===== config.mk =====
export PLATFORM = sky130hd
export DESIGN_NAME = dual_hbridge_soft_ramp
export DESIGN_NICKNAME = d
export VERILOG_FILES = /design/src/rtl/hbr_pkg.sv /design/src/rtl/dual_hbridge_soft_ramp.sv /design/src/rtl/hbr_cfg.sv /design/src/rtl/hbr_step.sv
export SDC_FILE = /design/constraint.sdc
export NUM_CORES = 1
export LEC_CHECK = 0
export ABC_AREA = 1
export BUFFER_PORTS_ARGS = -buffer_cell sky130_fd_sc_hd__clkbuf_2
export CORE_MARGIN = 1.5
export CORE_UTILIZATION = 55
export CTS_CLUSTER_SIZE = 14
export DETAILED_ROUTE_END_ITERATION = 6
export PLACE_DENSITY = 0.72
export SLEW_MARGIN = 20
export SYNTH_ARGS = -nofsm -noshare
export SYNTH_HDL_FRONTEND = slang
export SYNTH_SLANG_ARGS = --single-unit

===== constraint.sdc =====
create_clock -name clk -period 6.8 [get_ports clk]
set_input_delay 2.04 -clock clk [delete_from_list [all_inputs] [get_ports clk]]
set_output_delay 2.04 -clock clk [all_outputs]
set_load 0.02 [all_outputs]

===== src/rtl/hbr_pkg.sv =====
// ============================================================================
// hbr_pkg: shared types and constants for the dual H-bridge soft ramp driver
// Command codes, motion codes, sequencer phase, register map, state record
// and the small lookup functions used by the step logic.
// ============================================================================
`default_nettype none

package hbr_pkg;

	// Full-scale PWM level, used to invert the duty of a reversing motor
	localparam logic [7:0] PWM_FULL = 8'd255;

	// Command codes
	localparam logic [3:0] CMD_FWD       = 4'd0;
	localparam logic [3:0] CMD_REV       = 4'd1;
	localparam logic [3:0] CMD_SPIN_R    = 4'd2;
	localparam logic [3:0] CMD_SPIN_L    = 4'd3;
	localparam logic [3:0] CMD_BRAKE     = 4'd4;
	localparam logic [3:0] CMD_ONE_FWD   = 4'd5;
	localparam logic [3:0] CMD_ONE_REV   = 4'd6;
	localparam logic [3:0] CMD_TWO_FWD   = 4'd7;
	localparam logic [3:0] CMD_TWO_REV   = 4'd8;
	localparam logic [3:0] CMD_BRAKE_ONE = 4'd9;
	localparam logic [3:0] CMD_BRAKE_TWO = 4'd10;
	localparam logic [3:0] CMD_EN_ON     = 4'd11;
	localparam logic [3:0] CMD_EN_OFF    = 4'd12;

	// Operation codes
	localparam logic OP_TICK = 1'b0;
	localparam logic OP_CMD  = 1'b1;

	// Motion codes
	localparam logic [1:0] MOT_NONE = 2'd0;
	localparam logic [1:0] MOT_FWD  = 2'd1;
	localparam logic [1:0] MOT_REV  = 2'd2;

	// Register indexes
	localparam logic [1:0] REG_RAMP_STEP  = 2'd0;
	localparam logic [1:0] REG_WAIT_TICKS = 2'd1;
	localparam logic [1:0] REG_MAX_DUTY_A = 2'd2;
	localparam logic [1:0] REG_MAX_DUTY_B = 2'd3;

	// Sequencer phase
	typedef enum logic [2:0] {
		PH_IDLE  = 3'b001,
		PH_BRAKE = 3'b010,
		PH_RAMP  = 3'b100
	} phase_t;

	typedef struct packed {
		logic [7:0] ramp_step;
		logic [7:0] wait_ticks;
		logic [7:0] max_duty_a;
		logic [7:0] max_duty_b;
	} hbr_cfg_t;

	typedef struct packed {
		phase_t     phase;
		logic [1:0] motion_a;
		logic [1:0] motion_b;
		logic [8:0] ramp_level;
		logic [3:0] active_cmd;
		logic [7:0] tick_count;
		logic [7:0] pwm_a;
		logic [7:0] pwm_b;
		logic       dir_a;
		logic       dir_b;
		logic       enable;
		logic [7:0] start_hold;
	} hbr_state_t;

	localparam hbr_state_t ST_RESET = '{
		phase:      PH_IDLE,
		motion_a:   MOT_NONE,
		motion_b:   MOT_NONE,
		ramp_level: 9'd0,
		active_cmd: CMD_FWD,
		tick_count: 8'd0,
		pwm_a:      8'd0,
		pwm_b:      8'd0,
		dir_a:      1'b0,
		dir_b:      1'b0,
		enable:     1'b0,
		start_hold: 8'd0
	};

	// Target motion of motor one for a command
	function automatic logic [1:0] tgt_a(input logic [3:0] cmd);
		logic [1:0] m;
		unique case (cmd) inside
			CMD_FWD, CMD_SPIN_R, CMD_ONE_FWD: m = MOT_FWD;
			CMD_REV, CMD_SPIN_L, CMD_ONE_REV: m = MOT_REV;
			default:                          m = MOT_NONE;
		endcase
		return m;
	endfunction

	// Target motion of motor two for a command
	function automatic logic [1:0] tgt_b(input logic [3:0] cmd);
		logic [1:0] m;
		unique case (cmd) inside
			CMD_FWD, CMD_SPIN_L, CMD_TWO_FWD: m = MOT_FWD;
			CMD_REV, CMD_SPIN_R, CMD_TWO_REV: m = MOT_REV;
			default:                          m = MOT_NONE;
		endcase
		return m;
	endfunction

	function automatic logic [1:0] opposite(input logic [1:0] m);
		logic [1:0] o;
		o = (m == MOT_FWD) ? MOT_REV : ((m == MOT_REV) ? MOT_FWD : MOT_NONE);
		return o;
	endfunction

	// Drive level: inverted only when reversing
	function automatic logic [7:0] drive_lvl(input logic [1:0] m, input logic [7:0] d);
		logic [7:0] v;
		v = (m == MOT_REV) ? (PWM_FULL - d) : d;
		return v;
	endfunction

	// Single-motor brake level: inverted unless running forward
	function automatic logic [7:0] single_lvl(input logic [1:0] m, input logic [7:0] d);
		logic [7:0] v;
		v = (m == MOT_FWD) ? d : (PWM_FULL - d);
		return v;
	endfunction

endpackage

`default_nettype wire


===== src/rtl/dual_hbridge_soft_ramp.sv =====
// ============================================================================
// dual_hbridge_soft_ramp: two-motor H-bridge driver with soft ramps
// Input register, one pass of sequencer logic, result register.
// ============================================================================
// Usage:
//   Input channel (in_valid / in_stall) carries one transaction per item:
//   a time tick (operation 0) or a command with its start duty (operation 1).
//   Output channel (out_valid / out_stall) returns exactly one result per
//   input transaction: both PWM levels, direction pins, bridge enable, the
//   busy flag and the rejected flag.
//   Path: a transaction accepted into the input register moves on into
//   the state and result registers once the result side can take it;
//   while the receiver stalls it waits in the input register.
//   Throughput: one transaction per cycle unless the receiver stalls, set by
//   the single sequencer pass from the input register to state and result regs.
//   When the receiver stalls, the result holds and the input register keeps
//   its transaction; in_stall rises only while both are full.
//   Reset clears the registers to step 4, wait 2, maxima 255, and the
//   sequencer to idle with all outputs low.
//   Configuration writes take effect on the next transaction processed.
// ============================================================================
`default_nettype none

module dual_hbridge_soft_ramp (
	input  wire logic       clk,
	input  wire logic       arst_n,
	input  wire logic       cfg_we,
	input  wire logic [1:0] cfg_index,
	input  wire logic [7:0] cfg_data,
	input  wire logic       in_valid,
	output logic            in_stall,
	input  wire logic       operation,
	input  wire logic [3:0] command,
	input  wire logic [7:0] start_duty,
	output logic            out_valid,
	input  wire logic       out_stall,
	output logic [7:0]      pwm_a,
	output logic [7:0]      pwm_b,
	output logic            dir_a,
	output logic            dir_b,
	output logic            enable_out,
	output logic            busy_res,
	output logic            rejected
);
	import hbr_pkg::*;

	hbr_cfg_t   cfg;
	hbr_state_t st_q;
	hbr_state_t st_nxt;
	logic       rej_nxt;

	logic       valid_s1;
	logic       op_s1;
	logic [3:0] cmd_s1;
	logic [7:0] duty_s1;

	logic       out_valid_q;
	logic       rej_q;
	logic       advance;
	logic       fire;

	assign advance  = !out_valid_q || !out_stall;
	assign fire     = valid_s1 && advance;
	assign in_stall = valid_s1 && !advance;

	hbr_cfg u_cfg (
		.clk       (clk),
		.arst_n    (arst_n),
		.cfg_we    (cfg_we),
		.cfg_index (cfg_index),
		.cfg_data  (cfg_data),
		.cfg       (cfg)
	);

	hbr_step u_step (
		.cur        (st_q),
		.cfg        (cfg),
		.operation  (op_s1),
		.command    (cmd_s1),
		.start_duty (duty_s1),
		.nxt        (st_nxt),
		.rejected   (rej_nxt)
	);

	// Hold the input transaction until the result side can take it
	always_ff @(posedge clk or negedge arst_n) begin
		if (!arst_n) begin
			valid_s1 <= 1'b0;
		end else if (!valid_s1 || advance) begin
			valid_s1 <= in_valid;
		end
	end

	always_ff @(posedge clk) begin
		if (in_valid && !in_stall) begin
			op_s1   <= operation;
			cmd_s1  <= command;
			duty_s1 <= start_duty;
		end
	end

	// Advance the sequencer state and the result register together
	always_ff @(posedge clk or negedge arst_n) begin
		if (!arst_n) begin
			st_q        <= ST_RESET;
			out_valid_q <= 1'b0;
			rej_q       <= 1'b0;
		end else begin
			if (advance) begin
				out_valid_q <= valid_s1;
			end
			if (fire) begin
				st_q  <= st_nxt;
				rej_q <= rej_nxt;
			end
		end
	end

	// Results come from the state and rej_q, which only move with a transaction
	assign out_valid  = out_valid_q;
	assign pwm_a      = st_q.pwm_a;
	assign pwm_b      = st_q.pwm_b;
	assign dir_a      = st_q.dir_a;
	assign dir_b      = st_q.dir_b;
	assign enable_out = st_q.enable;
	assign busy_res   = (st_q.phase != PH_IDLE);
	assign rejected   = rej_q;

endmodule

`default_nettype wire


===== src/rtl/hbr_cfg.sv =====
// ============================================================================
// hbr_cfg: configuration register file
// Holds ramp step, tick wait and the per-motor maximum duties; written
// through a plain write port, no read-back.
// ============================================================================
`default_nettype none

module hbr_cfg (
	input  wire logic              clk,
	input  wire logic              arst_n,
	input  wire logic              cfg_we,
	input  wire logic [1:0]        cfg_index,
	input  wire logic [7:0]        cfg_data,
	output hbr_pkg::hbr_cfg_t      cfg
);
	import hbr_pkg::*;

	hbr_cfg_t cfg_q;

	// Write the addressed register
	always_ff @(posedge clk or negedge arst_n) begin
		if (!arst_n) begin
			cfg_q.ramp_step  <= 8'd4;
			cfg_q.wait_ticks <= 8'd2;
			cfg_q.max_duty_a <= 8'd255;
			cfg_q.max_duty_b <= 8'd255;
		end else if (cfg_we) begin
			unique case (cfg_index)
				REG_RAMP_STEP:  cfg_q.ramp_step  <= cfg_data;
				REG_WAIT_TICKS: cfg_q.wait_ticks <= cfg_data;
				REG_MAX_DUTY_A: cfg_q.max_duty_a <= cfg_data;
				REG_MAX_DUTY_B: cfg_q.max_duty_b <= cfg_data;
				default: ;
			endcase
		end
	end

	assign cfg = cfg_q;

endmodule

`default_nettype wire


===== src/rtl/hbr_step.sv =====
// ============================================================================
// hbr_step: next-state logic of the ramp and brake sequencer
// Takes the current state, the registers and one transaction and returns
// the state after it, plus the rejection flag.
// ============================================================================
`default_nettype none

module hbr_step (
	input  wire hbr_pkg::hbr_state_t cur,
	input  wire hbr_pkg::hbr_cfg_t   cfg,
	input  wire logic                operation,
	input  wire logic [3:0]          command,
	input  wire logic [7:0]          start_duty,
	output hbr_pkg::hbr_state_t      nxt,
	output logic                     rejected
);
	import hbr_pkg::*;

	logic [7:0] step_eff;
	logic [7:0] wait_eff;
	logic [7:0] tick_inc;
	logic       both_moving;
	logic       need_brake;

	// Zero step or wait counts as one
	assign step_eff    = (cfg.ramp_step == 8'd0) ? 8'd1 : cfg.ramp_step;
	assign wait_eff    = (cfg.wait_ticks == 8'd0) ? 8'd1 : cfg.wait_ticks;
	assign tick_inc    = (cur.tick_count != PWM_FULL) ? cur.tick_count + 8'd1 : cur.tick_count;
	assign both_moving = (cur.motion_a != MOT_NONE) && (cur.motion_b != MOT_NONE);
	assign need_brake  = (cur.motion_a == opposite(tgt_a(command))) ||
	                     (cur.motion_b == opposite(tgt_b(command)));

	always_comb begin
		logic       do_brake;
		logic       do_ramp;
		logic [3:0] ac;
		logic [8:0] lvl;
		logic       brk_last;
		logic [7:0] brk_d;
		logic [1:0] ta;
		logic [1:0] tb;
		logic [9:0] lvl_sum;
		logic       done_a;
		logic       done_b;

		nxt      = cur;
		rejected = 1'b0;
		do_brake = 1'b0;
		do_ramp  = 1'b0;

		// Accept a command or count a tick
		if (operation == OP_CMD) begin
			if (cur.phase != PH_IDLE) begin
				rejected = 1'b1;
			end else begin
				nxt.tick_count = 8'd0;
				nxt.active_cmd = command;
				nxt.ramp_level = {1'b0, start_duty};
				nxt.start_hold = start_duty;
				unique case (command) inside
					CMD_FWD, CMD_REV, CMD_SPIN_R, CMD_SPIN_L: begin
						if (need_brake && both_moving) begin
							nxt.phase = PH_BRAKE;
							do_brake  = 1'b1;
						end else begin
							nxt.phase = PH_RAMP;
							do_ramp   = 1'b1;
						end
					end
					CMD_BRAKE: begin
						if (both_moving) begin
							nxt.phase = PH_BRAKE;
							do_brake  = 1'b1;
						end
					end
					CMD_ONE_FWD, CMD_ONE_REV, CMD_TWO_FWD, CMD_TWO_REV: begin
						nxt.phase = PH_RAMP;
						do_ramp   = 1'b1;
					end
					CMD_BRAKE_ONE, CMD_BRAKE_TWO: begin
						nxt.phase = PH_BRAKE;
						do_brake  = 1'b1;
					end
					CMD_EN_ON:  nxt.enable = 1'b1;
					CMD_EN_OFF: nxt.enable = 1'b0;
					default: ;
				endcase
			end
		end else if (cur.phase != PH_IDLE) begin
			nxt.tick_count = tick_inc;
			if (tick_inc >= wait_eff) begin
				nxt.tick_count = 8'd0;
				if (cur.phase == PH_BRAKE) begin
					do_brake = 1'b1;
				end else begin
					do_ramp = 1'b1;
				end
			end
		end

		ac       = nxt.active_cmd;
		lvl      = nxt.ramp_level;
		brk_last = (lvl <= {1'b0, step_eff});
		brk_d    = brk_last ? 8'd0 : lvl[7:0];
		ta       = tgt_a(ac);
		tb       = tgt_b(ac);
		lvl_sum  = {1'b0, lvl} + {2'b0, step_eff};
		done_a   = 1'b1;
		done_b   = 1'b1;

		// Brake step: fall by the step, finish at zero
		if (do_brake) begin
			if (ac == CMD_BRAKE_ONE) begin
				nxt.pwm_a = single_lvl(cur.motion_a, brk_d);
			end else if (ac == CMD_BRAKE_TWO) begin
				nxt.pwm_b = single_lvl(cur.motion_b, brk_d);
			end else begin
				nxt.pwm_a = drive_lvl(cur.motion_a, brk_d);
				nxt.pwm_b = drive_lvl(cur.motion_b, brk_d);
			end
			if (brk_last) begin
				if (ac <= CMD_SPIN_L) begin
					nxt.phase      = PH_RAMP;
					nxt.ramp_level = {1'b0, nxt.start_hold};
				end else begin
					nxt.phase = PH_IDLE;
				end
			end else begin
				nxt.ramp_level = lvl - {1'b0, step_eff};
			end
		end

		// Ramp step: climb by the step, finish at each motor's maximum
		if (do_ramp) begin
			if (ta != MOT_NONE) begin
				done_a       = (lvl_sum >= {2'b0, cfg.max_duty_a});
				nxt.motion_a = ta;
				nxt.pwm_a    = drive_lvl(ta, done_a ? cfg.max_duty_a : lvl[7:0]);
				nxt.dir_a    = (ta == MOT_REV);
			end
			if (tb != MOT_NONE) begin
				done_b       = (lvl_sum >= {2'b0, cfg.max_duty_b});
				nxt.motion_b = tb;
				nxt.pwm_b    = drive_lvl(tb, done_b ? cfg.max_duty_b : lvl[7:0]);
				nxt.dir_b    = (tb == MOT_REV);
			end
			if (done_a && done_b) begin
				nxt.phase = PH_IDLE;
			end else begin
				nxt.ramp_level = lvl_sum[8:0];
			end
		end
	end

endmodule

`default_nettype wire


==> flow_summary.toml <==
[run_status]
outcome = "complete, but fails checks"
violations = "design-rule violations"

[synthesis]
yosysSeqAreaShare_pct = 32.1
avgSynthCellArea_um2 = 6.82
synth_area_um2 = 8310
ys_ff_latch = 103
netlist_instances = 1219
synth.distinct_cells = 48
synthArstFlopShare_pct = 87.4
syn-num-nets = 1291
synth_edf_count = 13
yosysWarnings = 0
synthFlopType = "dfrtp_1"

[layout]
num-nets-final = 1299
final_area_um2 = 8760
final_common_cell = "nand2_1"
layout_common_cells = "nand2_1 (402), inv_1 (156), nand3_1 (151)"
drive_gt1_share_pct = 13.1
syn_to_final_growth_pct = 5.45
num_antenna_cells = 0

[worst_setup_path]
end_kind = "register"
required_ns = 7.06
reg2reg_depth = 27
crit_buf_inv = 4
crit_type = "reg2reg"
crit_slowest_cell = "dfstp_2"
r2r-start = "st_q[52]"
worstSetupStartpointType = "register"
path_delay_family = "simple AND/OR/NAND/NOR gates"
critPathMaxStageDelay_ns = 0.55
worstPathArrival_ns = 5.71
path_max_fanout = 26
crit_path_frequent_cell = "nand2_1"
r2r_slack_ns = 1.35
worstReg2RegEnd = "pwm_a[7]"

[timing]
clock.fmax_mhz = 183
relSlewSlack_pct = 34.1
setup_tns_ns = 0
finalCriticalPeriod_ns = 5.45
skew_ns = 0.00894
finalSetupViolCount = 0
min_period_over_period_pct = 80.2
rsz0062_at_grt = "no"
hold_viol = 0
worst_pin_slew_ns = 0.985
slew_violations = 0

[clock_tree]
cts_made_buffers = 9
clk_latency_ns = 0.36
cts_root_buf = "clkbuf_16"
clockBufferDepth = 2
cts.clk_slew.worst_paths_ns = 0.08
htreeDepth = 3
postCtsSetupBuffers = 0
clock_sinks = 103
postCtsHoldBufs = 0
cts_tree = "yes"
cts_resized = 0

[route]
dr.pass1.iters = 7
ant_nets = 0
routed_wl_um = 21700
vias_per_cell = 5.55
post_drt_wl_per_cell_um = 15.3
vias = 7861
drc = 1
dr.first_iter.drc_count = 706

[die]
die_h_um = 126
die_x_um = 126
dieArea_um2 = 15900
start_util_pct = 56.7
ios = 51
std_cell_rows = 44
core_area_um2 = 14600

[power]
powerDensity_nw_per_um2 = 502
combPwrFrac_pct = 67.1
ir_drop_v = 0.000233
switching_share_pct = 54.8
p_clk_share_pct = 11.4
switching_power_uw = 2410
leakage_uw = 0.00465
power.internal_uw = 1990
seq_power_share_pct = 21.5

[placement]
io_buffers = 50
gp_congestion = 1.00
dp_hpwl_um = 16400
placed_cell_area_um2 = 8490

[flow_run]
maxCapViolations = 0

[global_route]
grt_pass1_vias = 7286
grt_use_total_pct = 28.5
antenna_found_initial = 0
grt_max_degree = 68
grt_pass1_wl_um = 36000
grt.overflow.total = 0

[hold_path]
worst_hold_path_type = "reg2reg"
min_to = "st_q[6]"
whs_path_depth = 2
worstHoldStart = "st_q[6]"
==> logic make-up (layout without fill, tap and decap cells) <==
| logic type | count (synthesis) | in the layout | share of synthesized area (%) |
|---|---|---|---|
| flip-flops | 103 | 103 | 32.1 |
| adder cells (fa/ha/maj) | 44 | 44 | 6.81 |
| AO/OA/AOI/OAI | 142 | 142 | 10.4 |
| AND/OR/NAND/NOR | 681 | 681 | 37.0 |
| buffers and inverters | 234 | 247 | 12.1 |
| XOR/XNOR | 15 | 15 | 1.58 |
==> cell usage after synthesis (3+ instances only) <==
library cell	instances	area, µm²
o21a_1	6	45.0
nand2_4	9	101
nand3_1	151	756
buf_4	18	135
dfrtp_1	71	1780
nor3_1	8	40.0
nor4_1	3	18.8
nand3b_1	3	22.5
inv_2	14	52.6
edfxtp_1	13	390
o21ai_4	5	81.3
nand4_1	20	125
clkbuf_1	20	75.1
nor2_2	4	25.0
o21ai_1	10	50.1
o21ai_2	3	26.3
a21oi_1	27	135
xor2_1	14	123
nand2_2	25	156
ha_1	42	526
nor2_1	43	161
o21ai_0	68	340
o211ai_1	4	30.0
clkinv_1	5	18.8
nand2_1	402	1510
inv_1	156	586
buf_6	3	33.8
o22ai_1	3	18.8
buf_2	17	85.1
nand3_2	4	40.0
o21bai_1	5	37.5
dfstp_2	19	499
==> cell type report <==
| class | instances | area, µm² |
|---|---|---|
| flip-flops and latches | 103 | 2670 |
| well taps | 184 | 230 |
| repair buffers | 56 | 298 |
| clock buffers | 10 | 229 |
| fillers | 1400 | 5880 |
| multi-input cells | 882 | 4640 |
| clock inverters | 6 | 45.0 |
| inverters | 175 | 657 |
==> state kept, by name (all words and copies together) (netlist names) <==
register    flops
valid_s1        1
duty_s1         8
dir_b           1
u_cfg.cfg      32
op_s1           1
st_q           36
out_valid       1
pwm_a           8
rejected        1
enable_out      1
dir_a           1
pwm_b           8
cmd_s1          4
==> worst max-delay path by stage <==
stage | startpoint | end | cells past startpoint | slack [ns]
3_3_place_gp | st_q[52] | pwm_a[2] | 27 | 1.51
4_1_cts | st_q[52] | pwm_a[7] | 27 | 1.41
5_1_grt | st_q[52] | pwm_a[4] | 27 | 0.86
2_1_floorplan | out_stall | in_stall | 2 | 2.34
6_report | st_q[52] | pwm_a[7] | 27 | 1.35
3_5_place_dp | st_q[52] | pwm_a[4] | 27 | 1.45
==> through the flow <==
stage | setup slack [ns] | total power [µW] | util, % | cells | hold WS [ns]
finish | 1.35 | 4400 | 59.8 | 1416 | 0.473
CTS | 1.41 | 4360 | 59.8 | 1416 | 0.479
detailed placement | 1.45 | 3850 | 58.0 | 1400 | 0.459
global placement | 1.51 | 3800 | 58.0 | 1400 | 0.452
global route | 0.855 | 4830 | 59.8 | 1416 | 0.494
floorplan | 2.34 | 3270 | - | 1219 | 0.442
==> tightest hold or removal path, delay by kind of cell, from the launching register on <==
family        cells  cell delay (ns)
flops             1             0.34
simple gates      2             0.10
==> layer usage <==
metal  global-route usage (%)  wire (µm)  vias up
met1                     38.4       9980     3627
met2                     45.6       9760      282
li1                         -          -     3907
met4                     12.5        693        0
met5                        0          0        -
met3                     4.46       1270       45
==> power by group through the flow <==
stage	Combinational (µW)	Sequential [µW]	Clock (µW)
after detailed placement	2890	952	0
after global placement	2850	948	0
after global routing	3330	964	532
final	2950	944	502
after CTS	2910	943	507
after floorplan	2360	914	0
No activity file was read; power rests on OpenSTA's default activity.
